===== src/rtl/lzw_pkg.sv =====
// Package for the LZ77 window match finder: sizes, payload structs, codes.
// No dependencies; imported by lzw_cell and lz77_window_match_finder.
`default_nettype none
package lzw_pkg;

  localparam int WIN_DEPTH = 1024;
  localparam int LA_DEPTH  = 16;
  localparam int WIN_AW    = $clog2(WIN_DEPTH);
  localparam int FILL_W    = WIN_AW + 1;
  localparam int LA_AW     = $clog2(LA_DEPTH);
  localparam int LEN_W     = LA_AW + 1;
  localparam int GRP       = 32;
  localparam int GRP_AW    = $clog2(GRP);
  localparam int NGRP      = WIN_DEPTH / GRP;
  localparam int NGRP_AW   = $clog2(NGRP);
  localparam int CFG_W     = 11;

  localparam logic [1:0] MODE_LOAD    = 2'd0;
  localparam logic [1:0] MODE_SEARCH  = 2'd1;
  localparam logic [1:0] MODE_LITERAL = 2'd2;

  localparam logic CFG_WINDOW    = 1'b0;
  localparam logic CFG_LOOKAHEAD = 1'b1;

  typedef struct packed {
    logic [1:0] mode;
    logic [3:0] position;
    logic [7:0] byte_value;
  } in_item_t;

  typedef struct packed {
    logic [4:0]  match_length;
    logic [10:0] match_offset;
  } out_item_t;

  typedef enum logic [2:0] {
    OP_HOLD,
    OP_LOAD,
    OP_ADV,
    OP_INSERT,
    OP_SHIFT
  } cell_op_t;

  typedef struct packed {
    cell_op_t   op;
    logic [7:0] la_byte;
    logic [7:0] push_byte;
  } cell_ctrl_t;

endpackage
`default_nettype wire


===== src/rtl/lzw_cell.sv =====
// One window cell: a window byte, a shifting compare copy and a run flag.
// Depends on lzw_pkg.
`default_nettype none
module lzw_cell import lzw_pkg::*; (
  input  logic       clk,
  input  logic       rst_n,
  input  cell_ctrl_t ctrl,
  input  logic [7:0] win_nb,
  input  logic [7:0] win_pb,
  input  logic [7:0] s_nb,
  input  logic       v_nb,
  input  logic       sel,
  input  logic       above,
  input  logic       in_range,
  output logic [7:0] win_q,
  output logic [7:0] s_q,
  output logic       v_q,
  output logic       hit,
  output logic       alive_q
);

  logic [7:0] win_r, win_nxt, s_r, s_nxt;
  logic       v_r, v_nxt, alive_r, alive_nxt;

  // still matching and the shifted byte equals this step's lookahead byte
  assign hit = alive_r & v_r & (s_r == ctrl.la_byte);

  always_comb begin
    win_nxt   = win_r;
    s_nxt     = s_r;
    v_nxt     = v_r;
    alive_nxt = alive_r;
    case (ctrl.op)
      OP_LOAD: begin
        s_nxt     = win_r;
        v_nxt     = in_range;
        alive_nxt = in_range;
      end
      OP_ADV: begin
        s_nxt     = s_nb;
        v_nxt     = v_nb;
        alive_nxt = hit;
      end
      // write the selected slot, cells past it move up by one
      OP_INSERT: begin
        if (sel)        win_nxt = ctrl.push_byte;
        else if (above) win_nxt = win_pb;
      end
      OP_SHIFT:  win_nxt = sel ? ctrl.push_byte : win_nb;
      default: ;
    endcase
  end

  always_ff @(posedge clk) begin
    win_r <= win_nxt;
    s_r   <= s_nxt;
    v_r   <= v_nxt;
    if (!rst_n) alive_r <= 1'b0;
    else        alive_r <= alive_nxt;
  end

  assign win_q   = win_r;
  assign s_q     = s_r;
  assign v_q     = v_r;
  assign alive_q = alive_r;

endmodule
`default_nettype wire


===== config.mk =====
export PLATFORM = sky130hd
export DESIGN_NAME = lzw_cell
export DESIGN_NICKNAME = d
export VERILOG_FILES = /design/src/rtl/lzw_pkg.sv /design/src/rtl/lzw_cell.sv
export SDC_FILE = /design/constraint.sdc
export NUM_CORES = 1
export LEC_CHECK = 0
export BUFFER_PORTS_ARGS = -buffer_cell sky130_fd_sc_hd__buf_4
export CORE_MARGIN = 5
export CORE_UTILIZATION = 30
export CTS_CLUSTER_SIZE = 10
export DETAILED_ROUTE_END_ITERATION = 12
export PLACE_DENSITY = 0.7
export SYNTH_ARGS = -nofsm -noshare
export SYNTH_HDL_FRONTEND = slang
export SYNTH_SLANG_ARGS = --single-unit
export TNS_END_PERCENT = 50

===== constraint.sdc =====
create_clock -name clk -period 1.5 [get_ports clk]
set_input_delay 0.3 -clock clk [delete_from_list [all_inputs] [get_ports clk]]
set_output_delay 0.3 -clock clk [all_outputs]
set_load 0.05 [all_outputs]

# Word-level counts from Yosys, hierarchy flattened
# Cells that the tools add are included.
# word_totals
output_inout_bits	19
elab_cells	22
reg_bits	18
input_bits	49
# classes
n_reduce_logical	3
n_eq_ne	6
n_mux	7
bitwise	2
# op_table
op	count
$pmux 8 s2	2
$mux 8	3
$eq 8x8->1	1
$eq 3x2->1 const B	2
$pmux 1 s2	2
$reduce_bool 2->1	2
$eq 3x1->1 const B	1
$eq 3x3->1 const B	1
$ne 3x3->1 const B	1
$and 1x1->1	2
$reduce_and 2->1	1

# Depth between registers and ports, before layout
# Gate-level depths: netlist of run 1.
# depth
ltp_word	3
mapped_depth	5

# Worst setup path after synthesis of run 1
# Ideal clock, no wire load.
# synth_timing
kind	reg-to-output
from	register s_r[7], in the netlist s_q[7]
to	output port hit
path_buffers	0
path_stages_with_launch	5
slack_ps	-625
arrival_time_ps	1825
cell_sequence	edfxtp_1 > xor2_1 > nor3_1 > nand4_1 > nor2_1
# synth_via
elab_chain_cells	2
# synth_lines
element	line	text
from (decl)	lzw_cell.sv:22	logic [7:0] win_r, win_nxt, s_r, s_nxt;
from (signal assigned)	lzw_cell.sv:56	s_r <= s_nxt;
$eq 8x8->1	lzw_cell.sv:26	assign hit = alive_r & v_r & (s_r == ctrl.la_byte);
$and 1x1->1	lzw_cell.sv:26	
to (decl)	lzw_cell.sv:18	output logic hit,
# No other way between the ends.

# Final worst setup path of run 1
# layout_timing
from	register s_r[1], in the netlist s_q[1]
to	output port hit
# Same word-level chain as after synthesis.

==> results of run 1 <==
-- per-stage QoR --
stage               worst slack, ns  std cells  hold WS (ns)  cell area (µm²)
CTS                          -0.359        205         0.230             1680
detailed placement           -0.124        199         0.541             1620
global route                 -0.469        207         0.246             1700
floorplan                    -0.310         81         0.424             1010
global placement             -0.101        199         0.542             1620
finish                       -0.372        207         0.244             1700
-- cell usage in the layout, fill, tap and decap left out --
master and instances:
nand3b_1 1, mux2_2 9, nor2_1 3, clkbuf_4 3
edfxtp_1 17, nor3b_2 2, nand2_1 8, clkbuf_8 1
o21ai_1 8, nand2_2 1, mux2i_1 8, buf_6 2
buf_4 77, xor2_1 3, nor3_2 1, nor3b_1 1
nand4_1 2, dfxtp_1 1, xnor2_1 6, nor2_4 1
buf_8 1, and3_2 1, o21bai_1 1, a32o_1 1
o31ai_1 2
-- flip-flops by register name, indices dropped and copies added, names as in the netlist --
name,cells
s_q,8
win_q,8
alive_q,1
v_q,1
-- power by group through the flow --
stage | clock (mW) | combinational [mW] | sequential (mW)
floorplan | 0 | 0.101 | 0.740
global placement | 0 | 0.392 | 0.628
detailed placement | 0 | 0.402 | 0.629
CTS | 0.307 | 0.406 | 0.617
global route | 0.322 | 0.435 | 0.623
finish | 0.288 | 0.405 | 0.617
-- synth_stat cells --
cell and count:
nor3_1 1, o31ai_1 2, mux2i_1 8, and3_2 1, nor3b_1 1, xor2_1 3, nand2_2 1, clkbuf_2 1
a32o_1 1, nand2_1 8, buf_6 1, o21bai_1 1, mux2_2 9, nand4_1 2, nor2_1 4, xnor2_1 6
nor3b_2 2, nand3b_1 1, edfxtp_1 17, buf_4 1, clkbuf_1 1, dfxtp_1 1, o21ai_1 8
-- layout make-up --
type	count	area (µm²)	share of cell area, %
repair buffers	80	616	36.2
clock buffers	4	36.3	2.13
multi-input cells	59	462	27.1
well taps	46	57.6	3.38
flip-flops and latches	18	531	31.2
-- layer usage --
metal	vias to the layer above	GRT usage [%]	share of wire [%]	wire, µm
met3	2	4.11	15	415
met2	62	19.0	42	1140
met4	0	5.96	1.1	30
met5	-	0	0	0
met1	385	16.4	42	1130
li1	459	-	-	-
-- critical path: cells and delay by family (launching register included) --
kind                   cells  cell delay (ns)
buffers and inverters      1             0.15
AND/OR/NAND/NOR            3             0.56
flip-flops                 1             0.41
XOR/XNOR                   1             0.17
-- repair_timing --
item,in CTS,in global routing
setup endpoints to repair,1,3
pin swaps,2,3
gates resized for setup,3,2
setup buffers,2,2
-- how the worst max path moves through the flow --
stage | to | slack (ns) | cells past startpoint
after floorplan | hit | -0.31 | 4
after global placement | hit | -0.10 | 6
after detailed placement | hit | -0.12 | 6
after CTS | hit | -0.36 | 5
after global routing | hit | -0.47 | 5
final | hit | -0.37 | 5
-- cells by family (layout without fill, tap and decap cells) --
| family | Yosys count | after routing | synth area share [%] |
|---|---|---|---|
| compound gates | 12 | 12 | 7.21 |
| xor+xnor | 9 | 9 | 7.83 |
| mux | 17 | 17 | 18.0 |
| buf+inv | 4 | 84 | 2.73 |
| flops | 18 | 18 | 52.7 |
| simple gates | 21 | 21 | 11.6 |
==> impl_metrics.yaml, run 1 <==
synthesis:
  syn-mean-instance-area_um2: 12.4
  synth_area_leaders: "edfxtp_1, mux2_2, mux2i_1"
  synth_cell_types: 23
  ys_warn_count: 0
  syn-cell-area_um2: 1010
  synth_area_leader_cell: "edfxtp_1"
  synth_top_area_share_pct: 50.7
  ys_ff_latch: 18
  postSynthCellCount: 81
  syn_nets: 130
  ys_seq_area_share_pct: 52.7
global_route:
  grt_antenna_before_repair: 0
  track_usage_pct: 12.7
  grt_overflow: 0
  grt_start_max_net_pins: 17
  grt_pass1_wl_um: 4410
  grt_pass1_vias: 971
routing:
  ant_nets: 0
  drt_iter0_drc: 19
  vias_per_cell: 4.39
  drc: 0
  wl_per_cell_um: 13.1
  routed_wl_um: 2720
  via_count: 908
  first_pass_iters: 4
floorplan:
  num_rows: 21
  die_y_um: 67.9
  dieArea_um2: 4620
  io_pins: 68
  core_um2: 3280
  start_util_pct: 30.7
  die_w_um: 67.9
timing:
  clock_skew_ns: 0.00223
  timing.final.crit_period_ns: 1.87
  period_share_pct: 125
  tns_ns: -0.488
  worst_slew_pin_slew_ns: 0.629
  maxSlewViolCount: 0
  hold_viol: 0
  layout_setup_ws_ns: -0.372
  fmax_ghz: 0.534
  slew_headroom_pct: 58.0
  finalSetupViolCount: 2
  rsz0062_at_grt: "true"
clocking:
  cts.sinks: 18
  cts-buffers-inserted: 3
  insertion_delay_ns: 0.28
  hold_buffers: 0
  cts_root_buf: "clkbuf_4"
  cts_max_level: 1
  path_clk_slew_ns: 0.10
  cts_buffer_depth: 2
  tritoncts: "built"
critical_path:
  rrSetupSlack_ns: -0.12
  startpoint_type: "register"
  critPathKind: "reg -> out"
  critPathMaxFanout: 2
  end_kind: "output pin"
  worst_path_largest_cell_delay_ns: 0.41
  reg2reg_to: "alive_q$_SDFFE_PN0P_"
  slowest_stage: "edfxtp_1"
  crit_path_cell_trace: "xor2_1 -> nor3_2 -> nand4_1 -> nor2_4 -> buf_8"
  reg2reg_from: "s_q[1]$_DFFE_PP_"
  arrival_ns: 1.57
  startpoint: "s_q[1]$_DFFE_PP_"
  worstPathRequired_ns: 1.20
  r2r_cells: 7
hold_path:
  hold_path_class: "in -> reg"
  min_from: "rst_n"
  min_to: "alive_q$_SDFFE_PN0P_"
  hold_path_depth: 3
pwr:
  p_leak_nw: 0.716
  internal-power_mw: 0.936
  powerDensity_nw_per_um2: 770
  p_sw_share_pct: 28.6
  peakVddDrop_v: 0.000271
  switchingPower_mw: 0.375
  p_clk_share_pct: 22.0
  seqPwrFrac_pct: 47.1
  total_power_mw: 1.31
  power_frac_comb_pct: 30.9
layout:
  nets: 211
  n_fill_cell: 295
  utilization_pct: 51.8
  drive_gt1_share_pct: 61.5
  synthToLayoutAreaGrowth_pct: 68.9
  diodes: 0
placed_design:
  hpwl_um: 2350
  gp_congestion: 0.699
  port_buffers: 67
outcome:
  run_status: "finished with violations"
  violations: "negative setup slack"
job:
  maxCapViolations: 0
Power figures use the tool's default switching activity.
==> run 2, diff against run 1 <==
CORE_ASPECT_RATIO = 1.25   (was unset)
RECOVER_POWER = 100   (was unset)
==> run 2 against run 1 <==
  * The flow still finishes with violations (negative setup slack)
  * Setup slack gained 0.083 ns
  * Clock skew grew 0.0015 ns
  * Utilization shrank 2.0 points
  * Clock power grew 15%
  * First-iteration DRC count shrank 32%
  * Via count is the same
  * Global-route usage shrank 1.3 points
  * Cell count shrank 5.3%
  * Combinational power shrank 8.6%
  * Sequential power is essentially flat
  * Hold slack gained 0.060 ns
  * Largest power group unchanged
==> impl_metrics.yaml, run 2 (same netlist as run 1, synthesis figures left out) <==
timing:
  worst_slew_pin_slew_ns: 0.706
  layout_setup_ws_ns: -0.288
  maxSlewViolCount: 0
  slew_headroom_pct: 52.8
  fmax_ghz: 0.559
  timing.final.crit_period_ns: 1.79
  finalSetupViolCount: 2
  rsz0062_at_grt: "true"
  period_share_pct: 119
  hold_viol: 0
  clock_skew_ns: 0.00368
outcome:
  run_status: "finished with violations"
  violations: "negative setup slack"
floorplan:
  die_w_um: 61.8
  die_y_um: 74.8
  num_rows: 23
  io_pins: 68
  core_um2: 3220
  start_util_pct: 31.3
  dieArea_um2: 4620
clocking:
  cts-buffers-inserted: 3
  tritoncts: "built"
  hold_buffers: 0
  cts_buffer_depth: 2
  path_clk_slew_ns: 0.06
  cts_root_buf: "clkbuf_8"
  insertion_delay_ns: 0.25
  cts.sinks: 18
  cts_max_level: 1
critical_path:
  arrival_ns: 1.49
  worst_path_largest_cell_delay_ns: 0.40
  slowest_stage: "edfxtp_1"
  critical_path_depth: 5
  path_delay_family: "simple AND/OR/NAND/NOR gates"
  crit_buf_inv: 1
  reg2reg_from: "s_q[7]$_DFFE_PP_"
  end_kind: "output pin"
  startpoint_type: "register"
  crit_path_cell_trace: "xor2_1 -> nor3_2 -> nand4_1 -> nor2_4 -> buf_6"
  critPathKind: "reg -> out"
  worstPathRequired_ns: 1.20
  rrSetupSlack_ns: -0.11
  r2r_cells: 7
  reg2reg_to: "alive_q$_SDFFE_PN0P_"
  critPathMaxFanout: 2
global_route:
  grt_pass1_wl_um: 3930
  grt_overflow: 0
  track_usage_pct: 11.4
  grt_antenna_before_repair: 0
  grt_start_max_net_pins: 17
  grt_pass1_vias: 916
placed_design:
  port_buffers: 67
  hpwl_um: 2230
  gp_congestion: 0.659
hold_path:
  hold_path_depth: 3
  min_from: "rst_n"
  min_to: "alive_q$_SDFFE_PN0P_"
  hold_path_class: "in -> reg"
routing:
  routed_wl_um: 2550
  ant_nets: 0
  wl_per_cell_um: 13.0
  vias_per_cell: 4.63
  via_count: 908
  drt_iter0_drc: 13
  drc: 0
  first_pass_iters: 3
layout:
  nets: 209
  final_cell_mix: "buf_4, clkbuf_2, edfxtp_1"
  diodes: 0
  synthToLayoutAreaGrowth_pct: 59.4
  drive_gt1_share_pct: 57.2
  final_common_cell: "buf_4"
  utilization_pct: 49.8
pwr:
  total_power_mw: 1.32
  powerDensity_nw_per_um2: 820
  peakVddDrop_v: 0.000478
  p_leak_nw: 0.674
job:
  maxCapViolations: 0
run 2: changes by cell type in the layout (fill, tap and decap cells not counted), moves of 5 or more:
cell,before,now
clkbuf_2,0,19
clkbuf_1,0,5
o21ai_1,8,2
o21ai_0,0,6
buf_4,77,53
run 2: how the worst max path moves through the flow:
stage | start | end | slack [ns]
6_report | s_q[7]$_DFFE_PP_ | hit | -0.29
3_5_place_dp | ctrl[15] | hit | -0.12
3_3_place_gp | ctrl[15] | hit | -0.10
2_1_floorplan | s_q[7]$_DFFE_PP_ | hit | -0.31
4_1_cts | s_q[7]$_DFFE_PP_ | hit | -0.29
5_1_grt | s_q[7]$_DFFE_PP_ | hit | -0.35
run 2: report_power, final:
group	switching (mW)	internal, mW
logic	0.209	0.161
registers	0.0184	0.597
clock network	0.143	0.188
run 2: layer usage:
metal | GRT usage [%] | vias to the layer above | part of all wire, %
met5 | 0 | - | 0
met1 | 12.3 | 405 | 33
met4 | 3.54 | 0 | 0.90
li1 | - | 457 | -
met3 | 4.12 | 4 | 11
met2 | 20.4 | 42 | 55
run 2: area by class of cell:
class | instances | area (µm²)
fill | 327 | 1620
tap | 37 | 46.3
sequential | 18 | 531
timing repair buffer | 78 | 527
clock buffer | 4 | 45.0
multi-input combinational | 59 | 457
run 2: repair_timing:
action | 4_1_cts | 5_1_grt
setup endpoints to repair | 1 | 2
pin swaps | 2 | 1
setup buffers | 2 | 2
resized for setup | 2 | 1
run 2: stage by stage:
step / setup TNS, ns / std cells / area (µm²) / hold slack [ns] / worst slack, ns
after global routing: -0.548 / 196 / 1610 / 0.317 / -0.355
final: -0.403 / 196 / 1610 / 0.304 / -0.288
after CTS: -0.287 / 194 / 1660 / 0.288 / -0.287
after global placement: -0.275 / 188 / 1590 / 0.539 / -0.103
after floorplan: -0.333 / 81 / 1010 / 0.424 / -0.310
after detailed placement: -0.368 / 188 / 1590 / 0.538 / -0.121
run 2: tightest hold or removal path, cell delays in order:
cell and delay [ns]:
buf_4 0.09, o31ai_1 0.07, o31ai_2 0.05
